===== config.mk =====
export PLATFORM = sky130hd
export DESIGN_NAME = radar_uart_frame_parser
export DESIGN_NICKNAME = d
export VERILOG_FILES = /design/src/rtl/rufp_pkg.sv /design/src/rtl/rufp_front.sv /design/src/rtl/rufp_queue.sv /design/src/rtl/rufp_back.sv /design/src/rtl/radar_uart_frame_parser.sv
export SDC_FILE = /design/constraint.sdc
export NUM_CORES = 1
export LEC_CHECK = 0
export ABC_AREA = 1
export BUFFER_PORTS_ARGS = -buffer_cell sky130_fd_sc_hd__buf_2
export CELL_PAD_IN_SITES_DETAIL_PLACEMENT = 0
export CELL_PAD_IN_SITES_GLOBAL_PLACEMENT = 1
export CORE_ASPECT_RATIO = 0.9
export CORE_MARGIN = 2
export CORE_UTILIZATION = 36
export DETAILED_ROUTE_END_ITERATION = 10
export PLACE_DENSITY = 0.73
export SETUP_SLACK_MARGIN = 0.4
export SLEW_MARGIN = 40
export SYNTH_ARGS = -nofsm -noshare
export SYNTH_HDL_FRONTEND = slang
export SYNTH_SLANG_ARGS = --single-unit

===== constraint.sdc =====
create_clock -name clk -period 9.6 [get_ports clk]
set_clock_uncertainty 0.1 [all_clocks]
set_input_delay 1.44 -clock clk [delete_from_list [all_inputs] [get_ports clk]]
set_output_delay 1.44 -clock clk [all_outputs]
set_load 0.02 [all_outputs]

===== src/rtl/rufp_pkg.sv =====
// Shared types and constants for the radar UART frame parser.
// No dependencies; every rtl file imports this package.
package rufp_pkg;

    // Result codes carried in the master-side tuser
    localparam logic [1:0] KIND_DATA  = 2'd0;
    localparam logic [1:0] KIND_ACK   = 2'd1;
    localparam logic [1:0] KIND_SHORT = 2'd2;
    localparam logic [1:0] KIND_OVFL  = 2'd3;

    // Input beat kinds
    localparam logic EV_BYTE = 1'b0;
    localparam logic EV_TICK = 1'b1;

    // Header and footer words, first byte on the wire in the top byte
    localparam logic [31:0] HDR_DATA = 32'hF4F3F2F1;
    localparam logic [31:0] HDR_ACK  = 32'hFDFCFBFA;
    localparam logic [31:0] FTR_DATA = 32'hF8F7F6F5;
    localparam logic [31:0] FTR_ACK  = 32'h04030201;

    // Frame offsets that the judge reads: bytes 4 to 17
    localparam int PAY_FIRST = 4;
    localparam int PAY_BYTES = 14;

    // Minimum stored length and judged fields
    localparam int MIN_ACK_LEN  = 10;
    localparam int MIN_DATA_LEN = 12;
    localparam int FOOTER_MIN   = 8;
    localparam logic [15:0] DET_LEN_MIN = 16'd11;
    localparam logic [7:0]  RPT_BASIC   = 8'h01;
    localparam logic [7:0]  RPT_ENG     = 8'h02;
    localparam logic [7:0]  ST_MASK     = 8'h03;

    // Config register indexes
    localparam logic REG_GAP_TIMEOUT = 1'b0;
    localparam logic [15:0] GAP_TIMEOUT_RST = 16'd100;

    localparam int OUT_W = 152;

    typedef enum logic {
        PH_HUNT,
        PH_COLLECT
    } phase_t;

    // One finished frame handed from front to back
    typedef struct packed {
        logic [1:0]                 kind;
        logic [PAY_BYTES-1:0][7:0]  pay;
    } judge_t;

endpackage


===== src/rtl/rufp_front.sv =====
// Front end: header hunt, frame collection, footer and gap detection.
// Depends on rufp_pkg; feeds judged frames to rufp_queue.
module rufp_front #(
    parameter int FRAME_BYTES = 64
) (
    input  logic              clk,
    input  logic              rst_n,
    input  logic              fire,
    input  logic              ev_kind,
    input  logic [7:0]        ev_byte,
    input  logic [15:0]       gap_timeout,
    output logic              push,
    output rufp_pkg::judge_t  push_entry
);
    import rufp_pkg::*;

    localparam int FILL_W = $clog2(FRAME_BYTES + 1);

    phase_t phase_reg, phase_next;
    logic [FILL_W-1:0] fill_reg, fill_next;
    logic is_ack_reg, is_ack_next;
    logic [15:0] gap_reg, gap_next;
    logic [3:0][7:0] win_reg, win_next;
    logic [2:0][7:0] tail_reg, tail_next;
    logic [PAY_BYTES-1:0][7:0] pay_reg, pay_next;

    logic [3:0][7:0] win_wr;
    logic [15:0] gap_inc;
    logic gap_expire;
    logic hdr_ack_hit, hdr_data_hit;
    logic [FILL_W-1:0] fill_inc;
    logic full;
    logic ftr_hit;
    logic is_byte;

    assign is_byte = fire && (ev_kind == EV_BYTE);
    assign gap_inc = (gap_reg == 16'hFFFF) ? gap_reg : gap_reg + 16'd1;
    assign gap_expire = fire && (ev_kind == EV_TICK) && (gap_inc > gap_timeout);
    assign fill_inc = fill_reg + FILL_W'(1);
    assign full = (fill_reg >= FILL_W'(FRAME_BYTES));

    // Place the byte in the header window
    always_comb
    begin
        win_wr = win_reg;
        win_wr[fill_reg[1:0]] = ev_byte;
    end

    assign hdr_ack_hit  = (fill_reg == FILL_W'(3)) &&
                          ({win_wr[0], win_wr[1], win_wr[2], win_wr[3]} == HDR_ACK);
    assign hdr_data_hit = (fill_reg == FILL_W'(3)) &&
                          ({win_wr[0], win_wr[1], win_wr[2], win_wr[3]} == HDR_DATA);

    // Last four bytes against the footer of this frame type
    assign ftr_hit = (fill_inc >= FILL_W'(FOOTER_MIN)) &&
                     ({tail_reg[0], tail_reg[1], tail_reg[2], ev_byte} ==
                      (is_ack_reg ? FTR_ACK : FTR_DATA));

    // Next phase
    always_comb
    begin
        phase_next = phase_reg;
        if (gap_expire)
        begin
            phase_next = PH_HUNT;
        end
        else if (is_byte)
        begin
            case (phase_reg)
                PH_HUNT:
                begin
                    if (hdr_ack_hit || hdr_data_hit)
                        phase_next = PH_COLLECT;
                end
                PH_COLLECT:
                begin
                    if (full || ftr_hit)
                        phase_next = PH_HUNT;
                end
                default: phase_next = PH_HUNT;
            endcase
        end
    end

    // Datapath and result push
    always_comb
    begin
        fill_next   = fill_reg;
        is_ack_next = is_ack_reg;
        gap_next    = gap_reg;
        win_next    = win_reg;
        tail_next   = tail_reg;
        pay_next    = pay_reg;
        push        = 1'b0;
        push_entry.kind = KIND_OVFL;
        if (fire && (ev_kind == EV_TICK))
        begin
            gap_next = gap_inc;
            if (gap_expire)
                fill_next = '0;
        end
        else if (is_byte)
        begin
            gap_next = '0;
            case (phase_reg)
                PH_HUNT:
                begin
                    win_next = win_wr;
                    if (hdr_ack_hit || hdr_data_hit)
                    begin
                        is_ack_next = hdr_ack_hit;
                        fill_next   = fill_inc;
                    end
                    else if (fill_reg == FILL_W'(3))
                    begin
                        // slide the window by one byte
                        win_next[0] = win_wr[1];
                        win_next[1] = win_wr[2];
                        win_next[2] = win_wr[3];
                    end
                    else
                    begin
                        fill_next = fill_inc;
                    end
                end
                PH_COLLECT:
                begin
                    if (full)
                    begin
                        // drop the byte and report overflow
                        push      = 1'b1;
                        push_entry.kind = KIND_OVFL;
                        fill_next = '0;
                    end
                    else
                    begin
                        for (int k = 0; k < PAY_BYTES; k++)
                        begin
                            if (fill_reg == FILL_W'(k + PAY_FIRST))
                                pay_next[k] = ev_byte;
                        end
                        tail_next[0] = tail_reg[1];
                        tail_next[1] = tail_reg[2];
                        tail_next[2] = ev_byte;
                        fill_next    = fill_inc;
                        if (ftr_hit)
                        begin
                            push      = 1'b1;
                            fill_next = '0;
                            if (is_ack_reg)
                                push_entry.kind = (fill_inc < FILL_W'(MIN_ACK_LEN)) ?
                                                  KIND_SHORT : KIND_ACK;
                            else
                                push_entry.kind = (fill_inc < FILL_W'(MIN_DATA_LEN)) ?
                                                  KIND_SHORT : KIND_DATA;
                        end
                    end
                end
                default: fill_next = '0;
            endcase
        end
        push_entry.pay = pay_next;
    end

    // State registers
    always_ff @(posedge clk or negedge rst_n)
    begin
        if (!rst_n)
        begin
            phase_reg  <= PH_HUNT;
            fill_reg   <= '0;
            is_ack_reg <= 1'b0;
            gap_reg    <= '0;
            win_reg    <= '0;
            pay_reg    <= '0;
        end
        else
        begin
            phase_reg  <= phase_next;
            fill_reg   <= fill_next;
            is_ack_reg <= is_ack_next;
            gap_reg    <= gap_next;
            win_reg    <= win_next;
            pay_reg    <= pay_next;
        end
    end

    always_ff @(posedge clk)
    begin
        tail_reg <= tail_next;
    end

    // Results come only from received bytes
    a_push_byte: assert property (@(posedge clk) disable iff (!rst_n)
        push |-> is_byte)
        else $error("push without a byte beat");

    // Collecting always starts past the header
    a_collect_fill: assert property (@(posedge clk) disable iff (!rst_n)
        (phase_reg == PH_COLLECT) |-> (fill_reg >= FILL_W'(4)))
        else $error("collecting with fill below header length");

    // A push always returns to hunting with an empty store
    a_push_restart: assert property (@(posedge clk) disable iff (!rst_n)
        push |=> (phase_reg == PH_HUNT) && (fill_reg == '0))
        else $error("frame end did not restart the hunt");

endmodule


===== src/rtl/rufp_queue.sv =====
// Two-entry queue of judged frames between front and back.
// Depends on rufp_pkg for the entry type.
module rufp_queue (
    input  logic              clk,
    input  logic              rst_n,
    input  logic              push,
    input  rufp_pkg::judge_t  push_entry,
    input  logic              pop,
    output logic              full,
    output logic              not_empty,
    output rufp_pkg::judge_t  head
);
    import rufp_pkg::*;

    judge_t mem_reg [2];
    logic wr_ptr_reg, wr_ptr_next;
    logic rd_ptr_reg, rd_ptr_next;
    logic [1:0] cnt_reg, cnt_next;

    assign full      = (cnt_reg == 2'd2);
    assign not_empty = (cnt_reg != 2'd0);
    assign head      = mem_reg[rd_ptr_reg];

    // Advance pointers and count
    always_comb
    begin
        wr_ptr_next = push ? ~wr_ptr_reg : wr_ptr_reg;
        rd_ptr_next = pop ? ~rd_ptr_reg : rd_ptr_reg;
        cnt_next    = cnt_reg + {1'b0, push} - {1'b0, pop};
    end

    always_ff @(posedge clk or negedge rst_n)
    begin
        if (!rst_n)
        begin
            wr_ptr_reg <= 1'b0;
            rd_ptr_reg <= 1'b0;
            cnt_reg    <= 2'd0;
        end
        else
        begin
            wr_ptr_reg <= wr_ptr_next;
            rd_ptr_reg <= rd_ptr_next;
            cnt_reg    <= cnt_next;
        end
    end

    always_ff @(posedge clk)
    begin
        if (push)
            mem_reg[wr_ptr_reg] <= push_entry;
    end

endmodule


===== src/rtl/rufp_back.sv =====
// Back end: applies judged frames to the kept target fields and drives results.
// Depends on rufp_pkg; pulls entries from rufp_queue.
module rufp_back (
    input  logic                          clk,
    input  logic                          rst_n,
    input  logic                          q_valid,
    input  rufp_pkg::judge_t              q_head,
    output logic                          pop,
    output logic                          out_valid,
    input  logic                          out_ready,
    output logic [rufp_pkg::OUT_W-1:0]    out_data,
    output logic [1:0]                    out_kind
);
    import rufp_pkg::*;

    logic [7:0]  st_reg, st_next;
    logic [15:0] mv_reg, mv_next;
    logic [7:0]  me_reg, me_next;
    logic [15:0] sd_reg, sd_next;
    logic [7:0]  se_reg, se_next;
    logic [15:0] det_reg, det_next;
    logic        pres_reg, pres_next;
    logic [16:0] near_reg, near_next;
    logic        valid_reg, valid_next;
    logic [OUT_W-1:0] data_reg, data_next;
    logic [1:0]  kind_reg;

    logic [7:0]  b6, b7, b8, b11, b14;
    logic [15:0] len, mv, sd, det;
    logic [47:0] ack_pay;

    assign len = {q_head.pay[1], q_head.pay[0]};
    assign b6  = q_head.pay[2];
    assign b7  = q_head.pay[3];
    assign b8  = q_head.pay[4];
    assign mv  = {q_head.pay[6], q_head.pay[5]};
    assign b11 = q_head.pay[7];
    assign sd  = {q_head.pay[9], q_head.pay[8]};
    assign b14 = q_head.pay[10];
    assign det = {q_head.pay[12], q_head.pay[11]};
    assign ack_pay = {q_head.pay[13], q_head.pay[12], q_head.pay[11],
                      q_head.pay[10], q_head.pay[9], q_head.pay[8]};

    // Take the next entry when the output register frees up
    assign pop = q_valid && (!valid_reg || out_ready);

    // Update kept fields and format the result
    always_comb
    begin
        st_next   = st_reg;
        mv_next   = mv_reg;
        me_next   = me_reg;
        sd_next   = sd_reg;
        se_next   = se_reg;
        det_next  = det_reg;
        pres_next = pres_reg;
        near_next = near_reg;
        data_next = '0;
        if (q_head.kind == KIND_DATA)
        begin
            st_next = b8;
            if ((b6 == RPT_BASIC) || (b6 == RPT_ENG))
            begin
                mv_next = mv;
                me_next = b11;
                sd_next = sd;
                se_next = b14;
                if (len > DET_LEN_MIN)
                    det_next = det;
                pres_next = ((b8 & ST_MASK) != 8'h00);
                if (b8[1] && (!b8[0] || (sd < mv)))
                    near_next = {1'b0, sd};
                else if (b8[0])
                    near_next = {1'b0, mv};
                else
                    near_next = '1;
            end
            data_next[7:0]   = st_next;
            data_next[8]     = pres_next;
            data_next[25:9]  = near_next;
            data_next[41:26] = mv_next;
            data_next[49:42] = me_next;
            data_next[65:50] = sd_next;
            data_next[73:66] = se_next;
            data_next[89:74] = det_next;
        end
        else if (q_head.kind == KIND_ACK)
        begin
            data_next[97:90]  = b6;
            data_next[98]     = (b7 == 8'h00);
            data_next[146:99] = ack_pay;
        end
        valid_next = pop ? 1'b1 : (out_ready ? 1'b0 : valid_reg);
    end

    always_ff @(posedge clk or negedge rst_n)
    begin
        if (!rst_n)
        begin
            st_reg    <= 8'hFF;
            mv_reg    <= '0;
            me_reg    <= '0;
            sd_reg    <= '0;
            se_reg    <= '0;
            det_reg   <= '0;
            pres_reg  <= 1'b0;
            near_reg  <= '0;
            valid_reg <= 1'b0;
        end
        else
        begin
            valid_reg <= valid_next;
            if (pop)
            begin
                st_reg   <= st_next;
                mv_reg   <= mv_next;
                me_reg   <= me_next;
                sd_reg   <= sd_next;
                se_reg   <= se_next;
                det_reg  <= det_next;
                pres_reg <= pres_next;
                near_reg <= near_next;
            end
        end
    end

    // Hold the result until taken
    always_ff @(posedge clk)
    begin
        if (pop)
        begin
            data_reg <= data_next;
            kind_reg <= q_head.kind;
        end
    end

    assign out_valid = valid_reg;
    assign out_data  = data_reg;
    assign out_kind  = kind_reg;

endmodule


===== src/rtl/radar_uart_frame_parser.sv =====
// Top level of the radar UART frame parser: stream ports and APB register.
// Depends on rufp_pkg, rufp_front, rufp_queue and rufp_back.
//
// Each input beat is one received byte (tuser 0) or one time tick (tuser 1); the
// parser sustains one beat per cycle while the frame queue is not full. A byte that
// completes a frame footer, or arrives while the frame store is full, yields one
// result beat after a pass through the two-entry frame queue and the registered
// target-field update stage. The slave side stalls only when that queue is full
// because the master side is not taking results. Only frame bytes 4 to 17 are
// kept in registers; the footer is matched on a running window of the last bytes.
// A partial frame is dropped once more ticks than gap_timeout_ticks (APB offset 0,
// reset 100) pass without a byte. There is no clearing pass after reset.
module radar_uart_frame_parser #(
    parameter int FRAME_BYTES = 64
) (
    input  logic         clk,
    input  logic         rst_n,
    // slave stream
    input  logic         s_tvalid,
    output logic         s_tready,
    input  logic [7:0]   s_tdata,   // [7:0] rx_byte
    input  logic         s_tuser,   // [0] kind
    // master stream
    output logic         m_tvalid,
    input  logic         m_tready,
    // [7:0] track_state, [8] presence, [25:9] nearest_distance_cm,
    // [41:26] moving_distance_cm, [49:42] moving_energy, [65:50] still_distance_cm,
    // [73:66] still_energy, [89:74] detection_distance_cm, [97:90] ack_command,
    // [98] ack_ok, [146:99] ack_payload, [151:147] zero
    output logic [rufp_pkg::OUT_W-1:0] m_tdata,
    output logic [1:0]   m_tuser,   // [1:0] frame_kind
    // APB register port
    input  logic         psel,
    input  logic         penable,
    input  logic         pwrite,
    input  logic [2:0]   paddr,
    input  logic [31:0]  pwdata,
    output logic [31:0]  prdata,
    output logic         pready
);
    import rufp_pkg::*;

    logic [15:0] gap_timeout_reg, gap_timeout_next;
    logic fire;
    logic push, pop, q_full, q_valid;
    judge_t push_entry, q_head;

    // Register file
    assign pready = 1'b1;
    assign prdata = (paddr[2] == REG_GAP_TIMEOUT) ? {16'h0000, gap_timeout_reg} : 32'h0;

    always_comb
    begin
        gap_timeout_next = gap_timeout_reg;
        if (psel && penable && pwrite && (paddr[2] == REG_GAP_TIMEOUT))
            gap_timeout_next = pwdata[15:0];
    end

    always_ff @(posedge clk or negedge rst_n)
    begin
        if (!rst_n)
            gap_timeout_reg <= GAP_TIMEOUT_RST;
        else
            gap_timeout_reg <= gap_timeout_next;
    end

    assign s_tready = !q_full;
    assign fire     = s_tvalid && s_tready;

    rufp_front #(
        .FRAME_BYTES (FRAME_BYTES)
    ) u_front (
        .clk         (clk),
        .rst_n       (rst_n),
        .fire        (fire),
        .ev_kind     (s_tuser),
        .ev_byte     (s_tdata),
        .gap_timeout (gap_timeout_reg),
        .push        (push),
        .push_entry  (push_entry)
    );

    rufp_queue u_queue (
        .clk        (clk),
        .rst_n      (rst_n),
        .push       (push),
        .push_entry (push_entry),
        .pop        (pop),
        .full       (q_full),
        .not_empty  (q_valid),
        .head       (q_head)
    );

    rufp_back u_back (
        .clk       (clk),
        .rst_n     (rst_n),
        .q_valid   (q_valid),
        .q_head    (q_head),
        .pop       (pop),
        .out_valid (m_tvalid),
        .out_ready (m_tready),
        .out_data  (m_tdata),
        .out_kind  (m_tuser)
    );

endmodule

[After elaboration in Yosys (flattened, before gate mapping)]
Memory sizes are Yosys's and may differ from the RTL's.
Cells that the tools add are included.
Cells by class
  divide/modulo/power cells: 0
  multiplexer cells: 68
  multipliers: 0
  shift-type cells: 0
  $add $sub $neg: 4
  reductions and logical operators: 34
  magnitude comparators: 9
  equal/unequal tests: 25
  bitwise gates (word level): 8
Operators by type and width (count)
  two-way mux 112 bit: 4
  two-way mux 8 bit: 17
  two-way mux 16 bit: 8
  equality test 32 bit (second input constant): 2
  equality test 7 x 4 -> 1 bit (second input constant): 8
  two-way mux 17 bit: 3
  two-way mux 7 bit: 7
  two-way mux 24 bit: 2
  bitwise mux 32 bit: 1
  equality test 32 bit: 1
  two-way mux 32 bit: 1
  equality test 7 x 3 -> 1 bit (second input constant): 4
  adder 16 x 1 -> 16 bit (second input constant): 1
  demux 8 bit (select 2 bit): 1
  equality test 16 bit (second input constant): 1
  > comparator 16 bit: 1
  > comparator 16 x 4 -> 1 bit (second input constant): 1
  < comparator 16 bit: 1
  two-way mux 2 bit: 8
  equality test 7 x 5 -> 1 bit (second input constant): 2
  < comparator 7 x 4 -> 1 bit (second input constant): 2
  two-way mux 1 bit: 14
  case mux 7 bit (2 select lines): 1
  logical AND 1 bit: 13
  other kinds (26): 44
Storage, ports and cells
  memory bits (read-only): 0
  output and inout bits: 189
  bits in latches: 0
  bits of input ports: 51
  memories kept: 1
  memory bits (writable): 228
  register bits after elaboration: 445
Memory list
  u_queue.mem_reg: depth 2, bits a word 114, read ports 1, clocked after memory_dff 0, write ports 1, line rufp_queue.sv:15  | judge_t mem_reg [2];

[Longest topological paths before layout]
Gate-level depths: netlist of run 1.
  depth in word-level cells: 12
  mapped depth: 23
  gate-level depth less buffers: 22

[By module]
From an unflattened synthesis of run 1, not the netlist that was laid out.
Second synthesis, totals
  cells, all modules: 2914
  area, all modules: 29130.4 um^2
By module, submodules not included
  rufp_back: instances 1, cells an instance 992, area each 10065.9 um^2
  rufp_front: instances 1, cells an instance 1174, area each 9499.1 um^2
  rufp_queue: instances 1, cells an instance 620, area each 8612.0 um^2
  radar_uart_frame_parser: instances 1, cells an instance 128, area each 953.4 um^2

[Worst setup path after synthesis of run 1]
OpenSTA, ideal clock, no wires.
  path type: input to register
  start: in m_tready
  end: reg u_back.det_reg[0]
  stages: 10
  setup time: 132 ps
  buffers on the path: 3
  arrival time: 11093 ps
  setup slack: -1725 ps
  cell sequence: nor2_1 a21oi_1 inv_1 nor2_8 inv_2 buf_6 buf_6 buf_2 nand2_1 o21ai_1
On the way
  cells in the longest elaborated chain, start to end: 3
Ends and longest elaborated chain
  start, declared: line radar_uart_frame_parser.sv:25  | input logic m_tready,
  logical OR 1 bit: line rufp_back.sv:45  | assign pop = q_valid && (!valid_reg || out_ready);
  logical AND 1 bit: line rufp_back.sv:45
  named net pop: line radar_uart_frame_parser.sv:45  | logic push, pop, q_full, q_valid;
  AND reduction 2 bit (no source line)
  end signal, assigned: line rufp_back.sv:120  | det_reg <= det_next;
  end, declared: line rufp_back.sv:21  | logic [15:0] det_reg, det_next;
The timed path passes the listed nets, and every way through them passes these cells.
A chain may end at the register's enable or synchronous reset.

[Final worst setup path of run 1]
  start: in s_tdata[7]
  end: mem u_queue.mem_reg[0][52] (netlist name), enable pin
On the way
  cells in the longest elaborated chain, start to end: 9
Ends and longest elaborated chain
  start, declared: line radar_uart_frame_parser.sv:21  | input logic [7:0] s_tdata,
  equality test 32 bit: line rufp_front.sv:56  | ({tail_reg[0], tail_reg[1], tail_reg[2], ev_byte} ==
  logical AND 1 bit: line rufp_front.sv:55  | assign ftr_hit = (fill_inc >= FILL_W'(FOOTER_MIN)) &&
  two-way mux 1 bit: line rufp_front.sv:146  | if (ftr_hit)
  two-way mux 1 bit: line rufp_front.sv:128  | if (full)
  two-way mux 1 bit: line rufp_front.sv:105  | case (phase_reg)
  two-way mux 1 bit: line rufp_front.sv:102  | else if (is_byte)
  two-way mux 1 bit: line rufp_front.sv:96  | if (fire && (ev_kind == EV_TICK))
  two-way mux 1 bit: line rufp_queue.sv:50  | if (push)
  two-way mux 1 bit (implied by the code): line rufp_queue.sv:51  | mem_reg[wr_ptr_reg] <= push_entry;
  end, declared: line rufp_queue.sv:15
Every way passes these cells.

==> results by group, run 1 <==
Critical path
  – Data arrival time of the critical path: about 4.9 ns
  – Worst setup SP type: primary input
  – Number of buffers and inverters on the critical path: 4
  – Category of the critical setup timing path: in -> reg
  – Required time at the worst-slack endpoint: 9.74 ns
  – Largest fanout on the critical path: between 60 and 70
  – Endpoint class of the critical path: flip-flop
  – Top Family by Delay on Critical Path: buffers and inverters
  – Source of the worst register-to-register timing path: u_front.fill_reg[1]
  – Cell with the largest stage delay on the worst path: sky130_fd_sc_hd__buf_6
  – Worst stage delay on the critical path: 0.59 ns
  – R2r setup slk: 4.97 ns
  – CP Cell Sequence: buf_2 > clkinv_1 > nand4_1 > nor3_1 > nand4_1 > nand2_1 > nand3_1 > nand2_1 > nand3_1 > nor2_4 > buf_4 > buf_6
  – R2r worst-path depth: 13
  – FF-to-FF End: u_queue.mem_reg[0][52]

Timing
  – Unrepaired setup endpoints after global routing: false
  – Fmax: 210 MHz
  – Max transition margin: 44.7%
  – Minimum period implied by the final worst setup slack: 4.76 ns
  – Total Negative Setup Slacks: 0 ns
  – Final period util: between 40% and 50%
  – Actual slew at the worst max-slew pin: 0.825 ns
  – Final slew viol count: 0
  – Setup violators final: 0
  – Hold violation count in the final report: 0
  – Setup ws final: 4.84 ns

Synthesis
  – YS warnings: 0
  – Post-synthesis area per instance: 11.0 um2
  – Sequential element share of the synthesized area: 67.9%
  – Cell type with the highest aggregate area in the netlist: sky130_fd_sc_hd__edfxtp_1
  – Yosys reg bits: 667
  – Area contributors post-synth: sky130_fd_sc_hd__edfxtp_1, sky130_fd_sc_hd__dfrtp_1, sky130_fd_sc_hd__nand2_1, sky130_fd_sc_hd__o21ai_0, sky130_fd_sc_hd__nor2_1
  – Share of the synthesized area in the top cell type: 43.4%
  – Post-synthesis instance area: 27,500 um2
  – Post-synth cell types: 51
  – Cells after Synth: 2,489

Clocking
  – Cts bufs inserted: 72
  – Clock latency on the worst-skew pair: 0.61 ns
  – Post-CTS setup buffer count: 0
  – H-Tree Level Count: 3
  – Root cell of the clock tree: sky130_fd_sc_hd__clkbuf_16
  – Hold-fix buffer count after cts: 0
  – Number of clock sinks: 667
  – Clock slew at the register clock pins of the worst setup and hold paths: ~0.060 ns
  – Maximum number of buffers from clock root to sink: 3
  – Post-cts repair resize count: 0
  – CTS tree: yes

Layout
  – Commonest non-fill, non-tap cells in the layout: sky130_fd_sc_hd__nand2_1, sky130_fd_sc_hd__edfxtp_1, sky130_fd_sc_hd__o21ai_0, sky130_fd_sc_hd__dfrtp_1, sky130_fd_sc_hd__nor2_1
  – Share of post-route cells with drive strength above 1: 15.7%
  – Layout-stage area growth over the synthesis result: 16.2%
  – Number of flip-flops under the largest register name: 224
  – Post-layout net count: 2,772
  – Final Non-Filler Cells: 3,773
  – Most frequent standard cell in the layout excluding fill and tap cells: sky130_fd_sc_hd__nand2_1

GRT
  – Total routing usage reported by global routing: between 10% and 20%
  – Largest net degree at the start of global routing: 153
  – Vias in the first global route: 17,300
  – First-pass GRT wire length: 99,400 um
  – Initial antenna violation count: 7
  – Residual overflow from global routing: 0

Job
  – Max-cap violations: 0

Place
  – Detailed placer's ending HPWL: 40,500 um
  – Number of input and output port buffers inserted: 199
  – Post-place setup slack: 3.68 ns
  – Placed cell count: 3,635
  – Routability congestion estimate: 0.827

Drt
  – Antenna Violating Nets Remaining: 0
  – Number of DRC markers in iteration 0: between 1,500 and 2,000
  – Router iterations before antenna repair: 5
  – Detailed-route wire length per cell: approximately 17 um
  – Vias: 18,300
  – Sum of routed wire length over all layers: 64,300 um
  – Avg Vias per Cell: just under 5
  – DRC violations left: 0

Min path
  – Min-delay worst type: reg -> reg
  – Instance count along the most critical hold path: 0
  – Hold Crit Endpoint: u_front.tail_reg[3]
  – Hold Startpoint: u_front.tail_reg[11]

Status
  – Run status: finished, final reports clean

Die
  – Top-Level Pins: 240
  – Die outline area: 78,600 um2
  – Row cnt: 96
  – Initial cell density of the core: 36.2%
  – Chip Height: 266 um
  – Die width: ~300 um
  – Core region area: 75,900 um2

Pwr
  – Pwr/cell area: approximately 300 nW/um2
  – Worst-case vdd ir drop: 140 uV
  – Leakage power of the design: about 13 nW
[cells by family (layout without fill, tap and decap cells)]
kind of cell             count (synthesis)  after routing  share of synthesized area [%]
multiplexers                            33             33                           1.20
AND/OR/NAND/NOR                        985            985                           15.2
buffers and inverters                  283            516                           4.75
XOR/XNOR                                16             16                          0.510
other                                    2             24                         0.0273
AO/OA/AOI/OAI                          465            465                           8.65
flip-flops                             667            667                           67.9
adder cells (fa/ha/maj)                 38             38                           1.73
[cell type report]
type / instances / area [um2]
inverter: 148 / 563
timing repair buffer: 235 / 1370
clock inverter: 34 / 425
tap: 1029 / 1290
fill: 7194 / 44000
multi-input combinational: 1559 / 7620
clock buffer: 99 / 2000
sequential: 667 / 18700
antenna: 2 / 5.00
[report_power, final]
part,switching (mW),internal [mW]
sequential,0.248,3.76
combinational,1.98,0.785
clock,1.16,1.65
total,3.39,6.19
[cells in the mapped netlist, drive strengths merged]
library cell / count
a21boi: 2
a211oi: 2
dfstp: 3
conb: 2
inv: 146
o21ai: 365
or2: 33
nor4: 15
clkbuf: 61
nand2: 572
a22oi: 1
mux2i: 33
dfrtp: 267
o211ai: 5
a22o: 1
and3: 1
and2: 1
a21oi: 78
clkinv: 2
xor2: 13
o21a: 8
a31oi: 2
nand4: 21
ha: 38
or3: 1
nor2: 237
xnor2: 3
o22ai: 1
buf: 74
nor3: 33
nand3: 71
edfxtp: 397
[how the worst max path moves through the flow]
stage / from / end / cells past startpoint
finish: s_tdata[7] / u_queue.mem_reg[0][52] / 12
global route: u_front.fill_reg[0] / u_queue.mem_reg[0][58] / 13
CTS: s_tdata[7] / u_queue.mem_reg[0][43] / 12
detailed placement: s_tdata[7] / u_queue.mem_reg[0][67] / 12
global placement: s_tdata[2] / u_queue.mem_reg[0][68] / 12
floorplan: s_tdata[7] / u_queue.mem_reg[0][100] / 9
[metrics by stage]
step | area [um2] | hold slack (ns) | utilization, % | power (mW)
6_report | 32000 | 0.354 | 42.1 | 9.58
3_3_place_gp | 29400 | 0.332 | 38.7 | 6.74
5_1_grt | 32000 | 0.373 | 42.1 | 10.1
2_1_floorplan | 27600 | 0.319 | - | 5.95
3_5_place_dp | 29400 | 0.345 | 38.8 | 6.83
4_1_cts | 31900 | 0.359 | 42.0 | 9.66
[metal layers]
layer  vias to the layer above  global-route usage (%)  routed length, um
met5                         -                       0                 27
met4                         4                    4.05               1260
met3                        85                    3.07               3460
met2                       514                    24.8              28800
met1                      8868                    23.6              30700
li1                       8821                       -                  -
Power figures use the tool's default switching activity.
==> inputs of run 2 (changes only) <==
--- a/config.mk
+++ b/config.mk
@@ -5,7 +5,7 @@
 export SDC_FILE = /design/constraint.sdc
 export NUM_CORES = 1
 export LEC_CHECK = 0
-export ABC_AREA = 1
+export ABC_AREA = 0
 export BUFFER_PORTS_ARGS = -buffer_cell sky130_fd_sc_hd__buf_2
 export CELL_PAD_IN_SITES_DETAIL_PLACEMENT = 0
 export CELL_PAD_IN_SITES_GLOBAL_PLACEMENT = 1
@@ -13,7 +13,7 @@
 export CORE_MARGIN = 2
 export CORE_UTILIZATION = 36
 export DETAILED_ROUTE_END_ITERATION = 10
-export PLACE_DENSITY = 0.73
+export PLACE_DENSITY = 0.69
 export SETUP_SLACK_MARGIN = 0.4
 export SLEW_MARGIN = 40
 export SYNTH_ARGS = -nofsm -noshare
==> constraint.sdc (replaced) <==
create_clock -name clk -period 4.8 [get_ports clk]
set_clock_uncertainty 0.1 [all_clocks]
set_input_delay 0.72 -clock clk [delete_from_list [all_inputs] [get_ports clk]]
set_output_delay 0.72 -clock clk [all_outputs]
set_load 0.02 [all_outputs]
==> run 2 against run 1 <==
Compared with the run above: combinational power up 32%; global-route usage about the same; critical path depth up 1; clock power up 100%; synthesized area down 0.27%; hold slack worse by 0.12 ns; sequential share of layout area down 0.46 points; total power up 79%; first-iteration DRC count down 17%.
==> results by group, run 2 <==
Drt
  – Sum of routed wire length over all layers: 63,300 um
  – Number of DRC markers in iteration 0: 1,336
  – Vias: between 15,000 and 20,000
  – Antenna Violating Nets Remaining: 0
  – Avg Vias per Cell: 5.08
  – DRC violations left: 0
  – Detailed-route wire length per cell: about 19 um
  – Router iterations before antenna repair: 6

GRT
  – First-pass GRT wire length: 97,600 um
  – Initial antenna violation count: 0
  – Residual overflow from global routing: 0
  – Total routing usage reported by global routing: 16.1%
  – Largest net degree at the start of global routing: 113
  – Vias in the first global route: 16,500

Clocking
  – Maximum number of buffers from clock root to sink: 3
  – Clock slew at the register clock pins of the worst setup and hold paths: 0.06 ns
  – CTS tree: yes
  – H-Tree Level Count: 3
  – Cts bufs inserted: 73
  – Post-CTS setup buffer count: 0
  – Root cell of the clock tree: sky130_fd_sc_hd__clkbuf_16
  – Number of clock sinks: 666
  – Clock latency on the worst-skew pair: 0.62 ns

Critical path
  – Cell with the largest stage delay on the worst path: sky130_fd_sc_hd__dfrtp_1
  – CP Cell Sequence: and4_1 > and4_1 > nand2_1 > nor4_1 > nand3b_1 > o21a_1 > ha_1 > nand4_1 > nor3_2 > o211ai_1 > a31o_2 > or4_1 > o21ai_0
  – Required time at the worst-slack endpoint: 5.22 ns
  – Worst stage delay on the critical path: 0.47 ns
  – Endpoint class of the critical path: flip-flop
  – Crit-path most repeated cell: sky130_fd_sc_hd__and4_1
  – Largest fanout on the critical path: 11
  – Data arrival time of the critical path: 4.40 ns
  – Top Family by Delay on Critical Path: simple AND/OR/NAND/NOR gates
  – Worst setup SP type: flip-flop
  – Number of buffers and inverters on the critical path: 0
  – Category of the critical setup timing path: reg -> reg

Layout
  – Total of fill cells in the finished design: 6,902
  – Layout-stage area growth over the synthesis result: 17.3%
  – Commonest non-fill, non-tap cells in the layout: sky130_fd_sc_hd__edfxtp_1, sky130_fd_sc_hd__dfrtp_1, sky130_fd_sc_hd__nor2_1, sky130_fd_sc_hd__buf_2, sky130_fd_sc_hd__mux2_2
  – Number of flip-flops under the largest register name: between 200 and 250
  – Area of combinational cells with multiple inputs: 8140 um2
  – Antenna cells: 0
  – Most frequent standard cell in the layout excluding fill and tap cells: sky130_fd_sc_hd__edfxtp_1
  – Share of post-route cells with drive strength above 1: a little under a quarter
  – Post-layout net count: 2,302
  – FF+latch area: 18,700 um2

Synthesis
  – Commonest cells in the synthesized netlist: sky130_fd_sc_hd__edfxtp_1, sky130_fd_sc_hd__dfrtp_1, sky130_fd_sc_hd__nor2_1, sky130_fd_sc_hd__mux2_2, sky130_fd_sc_hd__nand2_1
  – Sequential element share of the synthesized area: roughly 68%
  – Post-synth EDFFs: 397
  – Post-synthesis area per instance: 13.7 um2
  – Async SR Flop Fraction: between 40% and 50%
  – Post-synthesis instance area: ~27,000 um2
  – Post-synth cell types: 74
  – Cells after Synth: approximately 2,000
  – Yosys reg bits: 666
  – YS warnings: 0
  – Most used standard cell by instance count after synthesis: sky130_fd_sc_hd__edfxtp_1
  – Share of the synthesized area in the top cell type: 43.5%
  – Primary FF master, synth: sky130_fd_sc_hd__edfxtp_1
  – Area contributors post-synth: sky130_fd_sc_hd__edfxtp_1, sky130_fd_sc_hd__dfrtp_1, sky130_fd_sc_hd__mux2_2, sky130_fd_sc_hd__mux2i_1, sky130_fd_sc_hd__nor2_1
  – Cell type with the highest aggregate area in the netlist: sky130_fd_sc_hd__edfxtp_1

Pwr
  – Worst-case vdd ir drop: 240 uV
  – Pwr/cell area: 533 nW/um2
  – Leakage power of the design: 13.5 nW

Timing
  – Minimum period implied by the final worst setup slack: roughly 4.0 ns
  – Unrepaired setup endpoints after global routing: false
  – Final slew viol count: 0
  – Fmax: between 200 and 300 MHz
  – Actual slew at the worst max-slew pin: 0.846 ns
  – Final period util: 82.9%
  – Setup violators final: 0
  – Max transition margin: 43.6%
  – Hold violation count in the final report: 0
  – Total Negative Setup Slacks: 0 ns
  – Setup ws final: 0.821 ns

Die
  – Top-Level Pins: 240
  – Die width: between 200 and 300 um
  – Core region area: ~75,000 um2
  – Chip Height: 266 um
  – Initial cell density of the core: between 30% and 40%
  – Row cnt: 95
  – Die outline area: 78,400 um2

Place
  – Number of input and output port buffers inserted: 199
  – Post-place setup slack: roughly 0.6 ns
  – Routability congestion estimate: about 0.8
  – Detailed placer's ending HPWL: 39,900 um

Status
  – Run status: finished, final reports clean

Job
  – Max-cap violations: 0

Min path
  – Min-delay worst type: in -> reg
[run 2: cell families after synthesis]
| family | Yosys count | share of synthesized area [%] |
|---|---|---|
| flip-flops | 666 | 68.0 |
| AND/OR/NAND/NOR | 533 | 8.98 |
| AO/OA/AOI/OAI | 308 | 7.64 |
| multiplexers | 253 | 9.92 |
| buffers and inverters | 186 | 3.03 |
| adder cells (fa/ha/maj) | 38 | 1.73 |
| XOR/XNOR | 20 | 0.639 |
| other | 2 | 0.0274 |
[run 2: final timing paths]
check,depth (start not counted),endpoint,slack [ns],start
max reg2reg,13,u_front.fill_reg[5],0.82,u_front.gap_reg[3]
min reg2reg,0,u_front.tail_reg[11],0.35,u_front.tail_reg[19]
min in group asynchronous,2,u_back.det_reg[5],0.46,rst_n
min,2,gap_timeout_reg[15],0.24,pwdata[15]
max in group asynchronous,4,u_back.mv_reg[3],2.98,rst_n
max,13,u_front.fill_reg[5],0.82,u_front.gap_reg[3]
[run 2: layer usage]
metal | up-vias | track usage [%] | part of all wire, % | wire length (um)
met3 | 103 | 2.86 | 5.0 | 3180
met2 | 431 | 25.0 | 46 | 29000
met4 | 0 | 4.51 | 2.1 | 1330
li1 | 7786 | - | - | -
met1 | 8414 | 23.3 | 47 | 29700
met5 | - | 0 | 0 | 0
[run 2: repair_timing]
item | in CTS | in global routing
gates resized for setup | 0 | 2
hold endpoints to repair | 0 | 28
endpoints found under the setup margin | 0 | 7
hold buffers | 0 | 1
[run 2: where the power goes]
part / switching (mW) / internal [mW] / leakage [nW]
Clock: 2.31 / 3.30 / 1.17
Sequential: 0.603 / 7.28 / 7.69
Combinational: 2.26 / 1.38 / 4.64
Total: 5.18 / 12.0 / 13.5
[run 2: final cells by class]
| type | count | share of cell area, % |
|---|---|---|
| Clock buffer | 97 | 6.12 |
| Clock inverter | 38 | 1.36 |
| Inverter | 49 | 0.595 |
| Multi-Input combinational cell | 1174 | 25.3 |
| Sequential cell | 666 | 58.0 |
| Tap cell | 1018 | 3.96 |
| Timing Repair Buffer | 249 | 4.65 |
[run 2: through the flow]
stage	area, um2	power, mW	hold slack (ns)	cells	util, %
final	32200	17.1	0.238	3291	42.9
after CTS	32100	17.4	0.0450	3288	42.8
after global routing	32200	18.0	0.217	3291	42.9
after floorplan	27700	10.5	0.319	2026	-
after detailed placement	29700	11.7	0.341	3153	39.6
after global placement	29700	11.6	0.331	3152	39.6
==> inputs of run 3 (changes only) <==
==> constraint.sdc (replaced) <==
create_clock -name clk -period 4 [get_ports clk]
set_clock_uncertainty 0.1 [all_clocks]
set_input_delay 0.6 -clock clk [delete_from_list [all_inputs] [get_ports clk]]
set_output_delay 0.6 -clock clk [all_outputs]
set_load 0.02 [all_outputs]
==> run 3 against run 2 <==
Compared with the run above: count of clock-buffer cells in the layout is 6 higher; via count is 0.17% higher; total power is 22% higher; non-clock buffer count is 35 higher; die area stayed put; critical path type unchanged; largest power group unchanged.
==> results by group, run 3 (synthesis results as in run 2) <==
Drt
  – Top layer reached by signal wires: met5
  – Vias: 16,800
  – Antenna Violating Nets Remaining: 0
  – Router iterations before antenna repair: 5
  – Total length of routed met3 wires: 3080 um
  – Wire length on met1: 30,000 um
  – DRC violations left: 0
  – Met2 wire length: 30,800 um
  – Detailed-route wire length per cell: roughly 20 um
  – Number of DRC markers in iteration 0: 1,311
  – Avg Vias per Cell: around 5.0
  – Sum of routed wire length over all layers: 65,200 um

Timing
  – Minimum period implied by the final worst setup slack: roughly 3.6 ns
  – Setup violators final: 0
  – Worst-case hold slack: 0.107 ns
  – Setup ws final: 0.424 ns
  – Final period util: 89.4%
  – Actual slew at the worst max-slew pin: between 0.7 and 0.8 ns
  – Fmax: 280 MHz
  – Max transition margin: 51.4%
  – Unrepaired setup endpoints after global routing: true
  – Final slew viol count: 0
  – Hold violation count in the final report: 0
  – Total Negative Setup Slacks: 0 ns

Critical path
  – R2r worst-path depth: 14
  – FF-to-FF End: u_front.fill_reg[5]
  – Crit-path most repeated cell: sky130_fd_sc_hd__and4_4
  – Crit path from: u_front.gap_reg[5]
  – Source of the worst register-to-register timing path: u_front.gap_reg[5]
  – R2r setup slk: 0.42 ns
  – Data arrival time of the critical path: ~4 ns
  – Top Family by Delay on Critical Path: simple AND/OR/NAND/NOR gates
  – Number of gates on the worst path with buffers counted: 14
  – Required time at the worst-slack endpoint: between 4 and 5 ns
  – Cell with the largest stage delay on the worst path: sky130_fd_sc_hd__or4_4
  – Largest fanout on the critical path: 5
  – Category of the critical setup timing path: reg -> reg
  – Endpoint class of the critical path: flip-flop
  – Number of buffers and inverters on the critical path: 1
  – CP Cell Sequence: and4_4 > and4_4 > nand2_8 > nor4_4 > nand3b_1 > o21a_1 > ha_4 > nand4_1 > nor3_2 > buf_4 > o211ai_1 > a31o_2 > or4_4 > o21ai_2
  – Worst stage delay on the critical path: 0.43 ns
  – Endpoint of the most critical setup path: u_front.fill_reg[5]
  – Worst setup SP type: flip-flop

Min path
  – Min-delay worst type: in -> reg

Layout
  – Share of post-route cells with drive strength above 1: 26.7%
  – Design Area, Final: 32,800 um2
  – Total of fill cells in the finished design: 6,809
  – Commonest non-fill, non-tap cells in the layout: sky130_fd_sc_hd__edfxtp_1, sky130_fd_sc_hd__dfrtp_1, sky130_fd_sc_hd__nor2_1, sky130_fd_sc_hd__buf_2, sky130_fd_sc_hd__mux2_2
  – Post-layout net count: 2,337
  – Layout-stage area growth over the synthesis result: 19.5%
  – Number of flip-flops under the largest register name: between 200 and 250
  – Final Non-Filler Cells: 3,326
  – Most frequent standard cell in the layout excluding fill and tap cells: sky130_fd_sc_hd__edfxtp_1
  – Final core occ: 43.7%
  – Antenna cells: 0

Job
  – Max-cap violations: 0

Die
  – Die outline area: between 70,000 and 80,000 um2
  – Die width: approximately 290 um
  – Core region area: between 70,000 and 80,000 um2
  – Initial cell density of the core: 36.6%
  – Top-Level Pins: between 200 and 250
  – Row cnt: 95
  – Chip Height: between 200 and 300 um

Place
  – Standard cell area after detailed placement: 29,900 um2
  – Number of input and output port buffers inserted: a little under 200
  – Detailed placer's ending HPWL: 41,800 um
  – Placed cell count: 3,175
  – Routability congestion estimate: 0.823
  – Post-place setup slack: 0.0141 ns

GRT
  – Total routing usage reported by global routing: 16.6%
  – Initial antenna violation count: 2
  – Vias in the first global route: about 17,000
  – Largest net degree at the start of global routing: 100
  – First-pass GRT wire length: 100,000 um
  – Residual overflow from global routing: 0

Status
  – Run status: finished, final reports clean

Pwr
  – Total power consumption of the routed design: roughly 21 mW
  – Worst-case vdd ir drop: 288 uV
  – Pwr/cell area: 640 nW/um2
  – Leakage power of the design: 13.8 nW

Clocking
  – Clock latency on the worst-skew pair: 0.62 ns
  – Clock slew at the register clock pins of the worst setup and hold paths: roughly 0.060 ns
  – Maximum number of buffers from clock root to sink: 3
  – Cts bufs inserted: between 70 and 80
  – H-Tree Level Count: 3
  – Number of clock sinks: about 670
  – Root cell of the clock tree: sky130_fd_sc_hd__clkbuf_16
  – CTS tree: yes
run 3: worst min path at each step:
stage / from / slack (ns) / cells past startpoint / endpoint
floorplan: rst_n / 0.20 / 0 / gap_timeout_reg[0]
global route: pwdata[11] / 0.08 / 2 / gap_timeout_reg[11]
global placement: u_front.tail_reg[19] / 0.33 / 0 / u_front.tail_reg[11]
detailed placement: u_front.tail_reg[19] / 0.34 / 0 / u_front.tail_reg[11]
CTS: pwdata[10] / 0.07 / 2 / gap_timeout_reg[10]
finish: pwdata[14] / 0.11 / 2 / gap_timeout_reg[14]
run 3: report_power, final:
part	switching, mW	total [mW]	internal, mW
clock	2.82	6.94	4.12
combinational	2.91	4.68	1.76
sequential	0.618	9.36	8.74
total	6.35	21.0	14.6
run 3: layout make-up:
class / count / area, um2 / share of cell area (%)
Multi-Input combinational cell: 1174 / 8320 / 25.4
Tap cell: 1018 / 1270 / 3.89
Clock buffer: 103 / 2070 / 6.32
Clock inverter: 32 / 434 / 1.32
Inverter: 49 / 191 / 0.584
Timing Repair Buffer: 284 / 1820 / 5.56
Sequential cell: 666 / 18700 / 57.0
run 3: metal layers:
metal | up-vias | GRT usage, %
met2 | 414 | 26.5
met3 | 93 | 3.02
met1 | 8392 | 23.1
met5 | - | 0
met4 | 2 | 4.99
li1 | 7862 | -
run 3: worst reg2reg max path: stages, from the launching register on:
cell and delay, ns:
sky130_fd_sc_hd__dfrtp_1 0.35, sky130_fd_sc_hd__and4_4 0.25, sky130_fd_sc_hd__and4_4 0.28, sky130_fd_sc_hd__nand2_8 0.08
sky130_fd_sc_hd__nor4_4 0.32, sky130_fd_sc_hd__nand3b_1 0.13, sky130_fd_sc_hd__o21a_1 0.16, sky130_fd_sc_hd__ha_4 0.27
sky130_fd_sc_hd__nand4_1 0.11, sky130_fd_sc_hd__nor3_2 0.27, sky130_fd_sc_hd__buf_4 0.15, sky130_fd_sc_hd__o211ai_1 0.14
sky130_fd_sc_hd__a31o_2 0.32, sky130_fd_sc_hd__or4_4 0.43, sky130_fd_sc_hd__o21ai_2 0.12
run 3: timing repair:
action	4_1_cts	5_1_grt
hold buffers	1	0
pin swaps	3	14
hold endpoints to repair	78	0
endpoints found under the setup margin	53	56
setup buffers	7	8
resized for setup	14	32
